==> src/sv/kwm_pkg.sv <==
// Package for the k-way sorted merge: sizes, request/result codes and the
// structs passed between the lane cells and the top level.
// No dependencies.
`default_nettype none

package kwm_pkg;

  // default number of lane cells; the lane field reaches at most LaneSpan-1
  localparam int KwmLanes = 8;
  localparam int LaneSpan = 8;

  localparam int ValW  = 32;
  localparam int LaneW = 3;
  localparam int KindW = 2;
  localparam int CntW  = 4;

  localparam logic [CntW-1:0] LanesReset = 4'd8;

  // request kinds
  localparam logic [KindW-1:0] KIND_PUSH      = 2'd0;
  localparam logic [KindW-1:0] KIND_PUSH_LAST = 2'd1;
  localparam logic [KindW-1:0] KIND_END       = 2'd2;
  localparam logic [KindW-1:0] KIND_RSVD      = 2'd3;

  // result status codes
  localparam logic STATUS_EMIT    = 1'b0;
  localparam logic STATUS_REFUSED = 1'b1;

  typedef enum logic [1:0] {
    ST_IDLE,
    ST_SCAN,
    ST_SEND
  } kwm_state_e;

  typedef struct packed {
    logic [KindW-1:0]       kind;
    logic [LaneW-1:0]       lane;
    logic signed [ValW-1:0] value;
  } kwm_in_t;

  typedef struct packed {
    logic                   status;
    logic signed [ValW-1:0] value_res;
    logic [LaneW-1:0]       source_lane;
    logic                   last;
  } kwm_out_t;

  // running minimum handed from cell to cell
  typedef struct packed {
    logic                   ready;
    logic                   any;
    logic                   is_final;
    logic [LaneW-1:0]       lane;
    logic signed [ValW-1:0] value;
  } kwm_tok_t;

  // command broadcast to the cells; clear is applied by all, the rest by the selected one
  typedef struct packed {
    logic                   load;
    logic                   last;
    logic                   finish;
    logic                   pop;
    logic                   clear;
    logic signed [ValW-1:0] value;
  } kwm_cmd_t;

  typedef struct packed {
    logic busy;
    logic finished;
  } kwm_stat_t;

endpackage

`default_nettype wire

==> src/sv/k_way_sorted_merge.sv <==
// Top level of the k-way sorted merge: request decode, control sequencer,
// chain of lane cells and the output register.
// Depends on kwm_pkg and kwm_cell.
//
//   channel  signals                            direction
//   in       in_valid_i, in_stall_o, in_req_i   request in
//   out      out_valid_o, out_stall_i, out_res_o result out
//   cfg      cfg_we_i, cfg_wdata_i              lanes_in_use write
//
// A request is taken only in idle. A refused push goes straight to send
// and then to the output register. A push or lane end neither refused nor
// ignored runs a scan down the cell chain; each emitted element passes the
// output register and, after a lane's last element, starts another scan.
// Reset clears all lane flags and sets lanes_in_use to 8. A stalled output
// holds the request channel stalled once the pending result waits.
`default_nettype none

module k_way_sorted_merge #(
  parameter int LANES = kwm_pkg::KwmLanes
) (
  input  wire logic                    clk_i,
  input  wire logic                    rst_ni,
  input  wire logic                    in_valid_i,
  output logic                         in_stall_o,
  input  wire kwm_pkg::kwm_in_t        in_req_i,
  output logic                         out_valid_o,
  input  wire logic                    out_stall_i,
  output kwm_pkg::kwm_out_t            out_res_o,
  input  wire logic                    cfg_we_i,
  input  wire logic [kwm_pkg::CntW-1:0] cfg_wdata_i
);
  import kwm_pkg::*;

  localparam int LaneCap   = (LANES < LaneSpan) ? LANES : LaneSpan;
  localparam int ScanW     = $clog2(LANES + 1);

  kwm_state_e        state_q, state_d;
  logic [ScanW-1:0]  cnt_q, cnt_d;
  logic [CntW-1:0]   lanes_q, eff_n;
  kwm_out_t          res_q, res_d, out_q;
  logic              again_q, again_d;
  logic              out_valid_q, out_valid_d, out_load;

  logic [LANES-1:0]  in_use_v, lane_sel_v, best_sel_v, busy_v, fin_v, sel_v;
  kwm_stat_t         stat_w [LANES];
  kwm_tok_t          tok_link [LANES+1];
  kwm_tok_t          tok_end;
  kwm_cmd_t          cmd;

  logic in_acc, ignored, busy_hit, scan_end, done;

  // configuration register
  always_ff @(posedge clk_i or negedge rst_ni) begin
    if (!rst_ni) begin
      lanes_q <= LanesReset;
    end else if (cfg_we_i) begin
      lanes_q <= cfg_wdata_i;
    end
  end

  // effective lane count
  always_comb begin
    eff_n = lanes_q;
    if (lanes_q == '0) eff_n = CntW'(1);
    else if (lanes_q > CntW'(LaneCap)) eff_n = CntW'(LaneCap);
  end

  // per-lane decode
  for (genvar i = 0; i < LANES; i++) begin : g_dec
    if (i < LaneCap) begin : g_live
      assign in_use_v[i]   = (eff_n > CntW'(i));
      assign lane_sel_v[i] = (in_req_i.lane == LaneW'(i));
      assign best_sel_v[i] = (tok_end.lane == LaneW'(i));
    end else begin : g_dead
      assign in_use_v[i]   = 1'b0;
      assign lane_sel_v[i] = 1'b0;
      assign best_sel_v[i] = 1'b0;
    end
    assign busy_v[i] = stat_w[i].busy;
    assign fin_v[i]  = stat_w[i].finished;
  end

  // chain of lane cells; the minimum enters at cell 0 empty and ready
  always_comb begin
    tok_link[0]          = '0;
    tok_link[0].ready    = 1'b1;
  end

  for (genvar i = 0; i < LANES; i++) begin : g_cell
    kwm_cell #(
      .INDEX(i)
    ) u_cell (
      .clk_i   (clk_i),
      .rst_ni  (rst_ni),
      .in_use_i(in_use_v[i]),
      .sel_i   (sel_v[i]),
      .cmd_i   (cmd),
      .tok_i   (tok_link[i]),
      .tok_o   (tok_link[i+1]),
      .stat_o  (stat_w[i])
    );
  end

  assign tok_end    = tok_link[LANES];
  assign in_stall_o = (state_q != ST_IDLE);
  assign in_acc     = in_valid_i && !in_stall_o;
  assign ignored    = (in_req_i.kind == KIND_RSVD) || (CntW'(in_req_i.lane) >= eff_n);
  assign busy_hit   = |(busy_v & lane_sel_v);
  assign scan_end   = (state_q == ST_SCAN) && (cnt_q == ScanW'(LANES));
  assign done       = &(fin_v | ~in_use_v | (best_sel_v & {LANES{tok_end.is_final}}));
  assign out_load   = (state_q == ST_SEND) && (!out_valid_q || !out_stall_i);

  // next state
  always_comb begin
    state_d = state_q;
    unique case (state_q)
      ST_IDLE: begin
        if (in_acc && !ignored) state_d = busy_hit ? ST_SEND : ST_SCAN;
      end
      ST_SCAN: begin
        if (scan_end) state_d = (tok_end.ready && tok_end.any) ? ST_SEND : ST_IDLE;
      end
      ST_SEND: begin
        if (out_load) state_d = again_q ? ST_SCAN : ST_IDLE;
      end
      default: state_d = ST_IDLE;
    endcase
  end

  // cell commands and pending result
  always_comb begin
    cmd       = '0;
    cmd.value = in_req_i.value;
    sel_v     = lane_sel_v;
    res_d     = res_q;
    again_d   = again_q;
    unique case (state_q)
      ST_IDLE: begin
        if (in_acc && !ignored) begin
          if (busy_hit) begin
            res_d.status      = STATUS_REFUSED;
            res_d.value_res   = '0;
            res_d.source_lane = in_req_i.lane;
            res_d.last        = 1'b0;
            again_d           = 1'b0;
          end else begin
            cmd.load   = (in_req_i.kind != KIND_END);
            cmd.last   = (in_req_i.kind == KIND_PUSH_LAST);
            cmd.finish = (in_req_i.kind == KIND_END);
          end
        end
      end
      ST_SCAN: begin
        sel_v = best_sel_v;
        if (scan_end && tok_end.ready) begin
          if (!tok_end.any) begin
            // every lane ended empty
            cmd.clear = 1'b1;
          end else begin
            cmd.pop           = 1'b1;
            cmd.clear         = done;
            res_d.status      = STATUS_EMIT;
            res_d.value_res   = tok_end.value;
            res_d.source_lane = tok_end.lane;
            res_d.last        = done;
            again_d           = tok_end.is_final && !done;
          end
        end
      end
      ST_SEND: ;
      default: ;
    endcase
  end

  assign cnt_d       = (state_q == ST_SCAN) ? cnt_q + ScanW'(1) : '0;
  assign out_valid_d = out_load ? 1'b1 : (out_valid_q && out_stall_i);

  always_ff @(posedge clk_i or negedge rst_ni) begin
    if (!rst_ni) begin
      state_q     <= ST_IDLE;
      cnt_q       <= '0;
      again_q     <= 1'b0;
      out_valid_q <= 1'b0;
    end else begin
      state_q     <= state_d;
      cnt_q       <= cnt_d;
      again_q     <= again_d;
      out_valid_q <= out_valid_d;
    end
  end

  always_ff @(posedge clk_i) begin
    res_q <= res_d;
    if (out_load) out_q <= res_q;
  end

  assign out_valid_o = out_valid_q;
  assign out_res_o   = out_q;

`ifndef SYNTH
  // refused push goes straight to the output stage
  a_refuse_send: assert property (@(posedge clk_i) disable iff (!rst_ni)
    (in_acc && !ignored && busy_hit) |=> (state_q == ST_SEND))
    else $error("refused request did not go to send");

  // the merge-final element never triggers another scan
  a_last_idle: assert property (@(posedge clk_i) disable iff (!rst_ni)
    (out_load && res_q.last) |=> (state_q == ST_IDLE))
    else $error("scan after last element");

  // a popped head comes from a lane in use
  a_pop_in_use: assert property (@(posedge clk_i) disable iff (!rst_ni)
    (scan_end && tok_end.ready && tok_end.any) |-> (|(best_sel_v & in_use_v)))
    else $error("popped lane not in use");

  // scan counter stays within the chain length
  a_cnt_range: assert property (@(posedge clk_i) disable iff (!rst_ni)
    (state_q == ST_SCAN) |-> (cnt_q <= ScanW'(LANES)))
    else $error("scan counter overrun");
`endif

endmodule

`default_nettype wire

==> src/sv/kwm_cell.sv <==
// One lane cell of the merge chain: holds the lane head and its flags and
// folds its head into the running minimum passed down the chain.
// Depends on kwm_pkg.
`default_nettype none

module kwm_cell #(
  parameter int INDEX = 0
) (
  input  wire logic              clk_i,
  input  wire logic              rst_ni,
  input  wire logic              in_use_i,
  input  wire logic              sel_i,
  input  wire kwm_pkg::kwm_cmd_t cmd_i,
  input  wire kwm_pkg::kwm_tok_t tok_i,
  output kwm_pkg::kwm_tok_t      tok_o,
  output kwm_pkg::kwm_stat_t     stat_o
);
  import kwm_pkg::*;

  logic signed [ValW-1:0] value_q;
  logic                   present_q, present_d;
  logic                   final_q, final_d;
  logic                   finished_q, finished_d;
  kwm_tok_t               tok_d, tok_q;

  // flag updates, clear wins over everything
  always_comb begin
    present_d  = present_q;
    final_d    = final_q;
    finished_d = finished_q;
    priority if (cmd_i.clear) begin
      present_d  = 1'b0;
      final_d    = 1'b0;
      finished_d = 1'b0;
    end else if (sel_i && cmd_i.load) begin
      present_d = 1'b1;
      final_d   = cmd_i.last;
    end else if (sel_i && cmd_i.finish) begin
      finished_d = 1'b1;
    end else if (sel_i && cmd_i.pop) begin
      present_d = 1'b0;
      if (final_q) finished_d = 1'b1;
    end
  end

  always_ff @(posedge clk_i or negedge rst_ni) begin
    if (!rst_ni) begin
      present_q  <= 1'b0;
      final_q    <= 1'b0;
      finished_q <= 1'b0;
    end else begin
      present_q  <= present_d;
      final_q    <= final_d;
      finished_q <= finished_d;
    end
  end

  // head value, only read while present
  always_ff @(posedge clk_i) begin
    if (sel_i && cmd_i.load) value_q <= cmd_i.value;
  end

  // fold own head into the incoming minimum; strict less keeps lower lane
  always_comb begin
    tok_d = tok_i;
    if (in_use_i) begin
      if (!present_q && !finished_q) tok_d.ready = 1'b0;
      if (present_q && (!tok_i.any || (value_q < tok_i.value))) begin
        tok_d.any      = 1'b1;
        tok_d.is_final = final_q;
        tok_d.lane     = LaneW'(INDEX);
        tok_d.value    = value_q;
      end
    end
  end

  always_ff @(posedge clk_i) begin
    tok_q <= tok_d;
  end

  assign tok_o           = tok_q;
  assign stat_o.busy     = present_q | finished_q;
  assign stat_o.finished = finished_q;

endmodule

`default_nettype wire
==> config.mk <==
export PLATFORM = sky130hd
export DESIGN_NAME = k_way_sorted_merge
export DESIGN_NICKNAME = d
export VERILOG_FILES = /design/src/sv/kwm_pkg.sv /design/src/sv/k_way_sorted_merge.sv /design/src/sv/kwm_cell.sv
export SDC_FILE = /design/constraint.sdc
export NUM_CORES = 1
export LEC_CHECK = 0
export BUFFER_PORTS_ARGS = -buffer_cell sky130_fd_sc_hd__buf_4
export CORE_ASPECT_RATIO = 0.6
export CORE_MARGIN = 4
export CORE_UTILIZATION = 40
export CTS_CLUSTER_DIAMETER = 50
export DETAILED_ROUTE_END_ITERATION = 16
export GPL_TIMING_DRIVEN = 0
export SYNTH_ARGS = -nofsm -noshare
export SYNTH_HDL_FRONTEND = slang
export SYNTH_SLANG_ARGS = --single-unit
==> constraint.sdc <==
create_clock -name clk_i -period 3.8 [get_ports clk_i]
set_input_delay 0.57 -clock clk_i [delete_from_list [all_inputs] [get_ports clk_i]]
set_output_delay 0.57 -clock clk_i [all_outputs]
set_load 0.1 [all_outputs]
==> flow_metrics.py <==
metrics = {
    "logic_synthesis": {
        "ys_ff_latch": 663,
        "syn_area_mm2": 0.0271,
        "yosysSeqAreaShare_pct": 61.8,
        "synthArstFlopShare_pct": 5.43,
        "syn-num-nets": 2305,
        "ys_types": 75,
        "yosys_warnings": 0,
        "synth_ff_type": "edfxtp_1",
        "synth_edf_count": 330,
        "synthCells": 2038,
        "synth.avg_cell_area_um2": 13.3,
    },
    "global_routing": {
        "grt_pass1_vias": 15185,
        "antenna_found_initial": 1,
        "use_met1_pct": 26.3,
        "gr-usage-met2_pct": 20.8,
        "grt_overflow": 0,
        "grt_busiest_layer": "met1",
        "grt_max_degree": 38,
        "gr-usage-all-layers_pct": 16.0,
        "grt_pass1_wl_mm": 88.9,
        "met3_usage_pct": 3.35,
    },
    "timing": {
        "fin_crit_sh_pct": 96.6,
        "fin_tns_setup_ns": 0,
        "period_needed_ns": 3.67,
        "rsz0062_at_grt": "no",
        "final-setup-viol-count": 0,
        "skew_ns": 0.0175,
        "hold_viol_final": 0,
        "slew_headroom_pct": 22.6,
        "worst_pin_slew_ns": 1.16,
        "max_freq_ghz": 0.272,
        "slew_violations": 0,
    },
    "floorplanning": {
        "start_util_pct": 40.6,
        "die-width_um": 344,
        "fp.dieArea_mm2": 0.0721,
        "fp.dieH_um": 210,
        "core-area_mm2": 0.0667,
        "core.rowCount": 73,
        "pin_count": 85,
    },
    "finish": {
        "syn_to_final_growth_pct": 14.6,
        "final_util_pct": 46.6,
        "nets": 2477,
        "fill_cells": 5911,
        "layout-drive-gt1-share_pct": 21.7,
    },
    "run_status": {
        "status": "finished, final reports clean",
    },
    "clock_tree": {
        "clk_path_buf_depth": 3,
        "cts_tree": "built",
        "clk_pin_slew_ns": 0.06,
        "htree_levels": 2,
        "clk-insertion-delay-late_ns": 0.63,
        "cts-root-buf": "clkbuf_16",
        "clkSinkCount": 663,
        "numCtsBuffers": 58,
    },
    "setup_path": {
        "critical_path_required_ns": 4.12,
        "startpoint_type": "flip-flop",
        "worstPathMaxFanout": 16,
        "critPathSlowestCell": "dfstp_2",
        "worstPathArrival_ns": 3.99,
        "critPathCaptureType": "flip-flop",
        "path_cells": "clkbuf_4 -> nand2b_1 -> ha_1 -> a211o_1 -> a31oi_1 -> o31ai_2 -> or3_1 -> clkbuf_2 -> or2_1 -> clkinvlp_4 -> buf_4",
        "path_class": "reg -> reg",
        "slowest_delay_ns": 0.62,
    },
    "route": {
        "drt-total-wl_mm": 57.9,
        "first_iter_violations": 984,
        "drc": 0,
        "viasPerCell": 4.85,
        "routed-via-count": 15311,
        "ant_nets": 0,
        "drt-pass1-iter-count": 4,
        "wl_per_cell_um": 18.3,
    },
    "power_and_ir_drop": {
        "p_leak_uw": 0.0126,
        "vdd_drop_max_uv": 370,
        "p_total_uw": 21700,
        "powerDensity_mw_per_mm2": 701,
    },
    "placement": {
        "dpl.hpwl_mm": 42.8,
        "io_buffers": 84,
        "gp_congestion": 0.885,
    },
    "worst_hold_path": {
        "hold_class": "in -> reg",
    },
    "flow_run": {
        "max_cap_violations": 0,
    },
}
## cell usage in the layout (no fill, tap or decap), types with 35 or more instances in the layout
cell,Yosys,routed
a21o_1,41,41
buf_4,3,100
edfxtp_1,330,330
mux2_2,205,205
nand2_1,76,76
nand4_1,36,36
dfxtp_1,297,297
o21ai_0,45,45
and2_1,70,70
a21oi_1,107,106
clkbuf_16,0,59
ha_1,221,221
nor2_1,53,53
inv_1,246,237
dfrtp_1,35,35
## routing by layer
metal | up-vias | routed length, µm
met5 | - | 0
met2 | 370 | 21500
met1 | 7258 | 31800
met3 | 84 | 3490
met4 | 0 | 1180
li1 | 7599 | -
## layout make-up
cell class / count / area (µm²) / area share, %
sequential: 663 / 16800 / 54.0
timing repair inverter: 7 / 52.6 / 0.169
tap: 900 / 1130 / 3.63
inverter: 246 / 953 / 3.07
antenna: 2 / 5.00 / 0.0161
multi-input combinational: 1087 / 9200 / 29.6
buffer: 42 / 244 / 0.786
clock inverter: 33 / 272 / 0.875
clock buffer: 74 / 1550 / 5.00
timing repair buffer: 105 / 878 / 2.83
## kinds of logic (layout without fill, tap and decap cells)
family,Yosys count,in the layout,share of synthesized area (%)
other,0,2,0
xor gates and xnor gates,2,2,0.0647
muxes,233,233,10.1
buffers and inverters,288,507,4.29
adders and majority gates,221,221,10.2
and+or+nand+nor,341,341,6.65
AOI/OAI and AO/OA,290,290,6.84
DFF,663,663,61.8
## path summary, 6_finish.rpt
| check | start | end | slack (ns) | depth (start not counted) |
|---|---|---|---|---|
| min in group asynchronous | rst_ni | cnt_q[0] | 0.46 | 2 |
| min | cfg_we_i | lanes_q[0] | 0.17 | 2 |
| max in group asynchronous | rst_ni | lanes_q[3] | 2.95 | 2 |
| min reg2reg | g_cell[6].u_cell.tok_o[32] | g_cell[7].u_cell.tok_o[32] | 0.42 | 1 |
| max reg2reg | lanes_q[3] | g_cell[4].u_cell.value_q[6] | 0.13 | 11 |
| max | lanes_q[3] | g_cell[4].u_cell.value_q[6] | 0.13 | 11 |
## synthesized netlist by cell type (4+ instances only)
master / n / area share [%]
o22ai_1: 11 / 0.25
nand2b_1: 34 / 0.79
buf_2: 18 / 0.33
dfrtp_1: 35 / 3.2
edfxtp_1: 330 / 37
or2_2: 12 / 0.28
o211ai_1: 6 / 0.17
o21ai_0: 45 / 0.83
a21o_1: 41 / 1.1
nor3_1: 9 / 0.17
a21oi_1: 107 / 2.0
a21boi_0: 4 / 0.11
and2_1: 70 / 1.6
a2111oi_0: 4 / 0.13
nor2_1: 53 / 0.73
o31a_1: 4 / 0.13
clkbuf_1: 16 / 0.22
mux2_4: 27 / 1.5
nor4_1: 5 / 0.12
nor2b_1: 8 / 0.18
a211oi_1: 6 / 0.17
a31oi_1: 12 / 0.28
inv_1: 246 / 3.4
a211o_1: 6 / 0.19
o2111ai_1: 4 / 0.13
nand4_1: 36 / 0.83
ha_1: 221 / 10
nand2_1: 76 / 1.1
o21a_1: 5 / 0.14
dfxtp_1: 297 / 22
mux2_2: 205 / 8.5
nand3_1: 20 / 0.37
## critical path, delay by kind of cell (launching register included)
kind,cells,cell delay [ns]
AO/OA/AOI/OAI,3,0.62
adder cells (fa/ha/maj),1,0.24
buffers and inverters,4,0.89
flip-flops,1,0.62
AND/OR/NAND/NOR,3,0.99
## sequential cells by signal, summed over array words and instances, names as in the netlist, 8 cells and up
register / count
g_cell.u_cell.final_q: 8
out_res_o: 37
g_cell.u_cell.present_q: 8
g_cell.u_cell.tok_o: 297
g_cell.u_cell.finished_q: 8
res_q: 37
g_cell.u_cell.value_q: 256
## metrics by stage
stage	instance area (µm²)	cells	hold slack [ns]	worst slack, ns
after floorplan	27100	2038	0.274	0.326
after global placement	28900	3022	0.399	-0.882
after detailed placement	28900	3023	0.403	-0.901
after CTS	30900	3149	0.136	0.00815
after global routing	31000	3157	0.160	0.00516
final	31000	3159	0.173	0.130
## timing repair
action	CTS	global route
resized for setup	19	5
endpoints found under the setup margin	293	224
hold buffers	1	0
cloned	7	0
hold endpoints to repair	35	0
buffers inserted	11	8
## power by group
group | internal [µW] | switching (µW) | leakage (µW)
Sequential | 9250 | 920 | 0.00593
Combinational | 2820 | 3030 | 0.00575
Clock | 3160 | 2580 | 0.000895
Total | 15200 | 6530 | 0.0126
No activity file was read; power rests on OpenSTA's default activity.
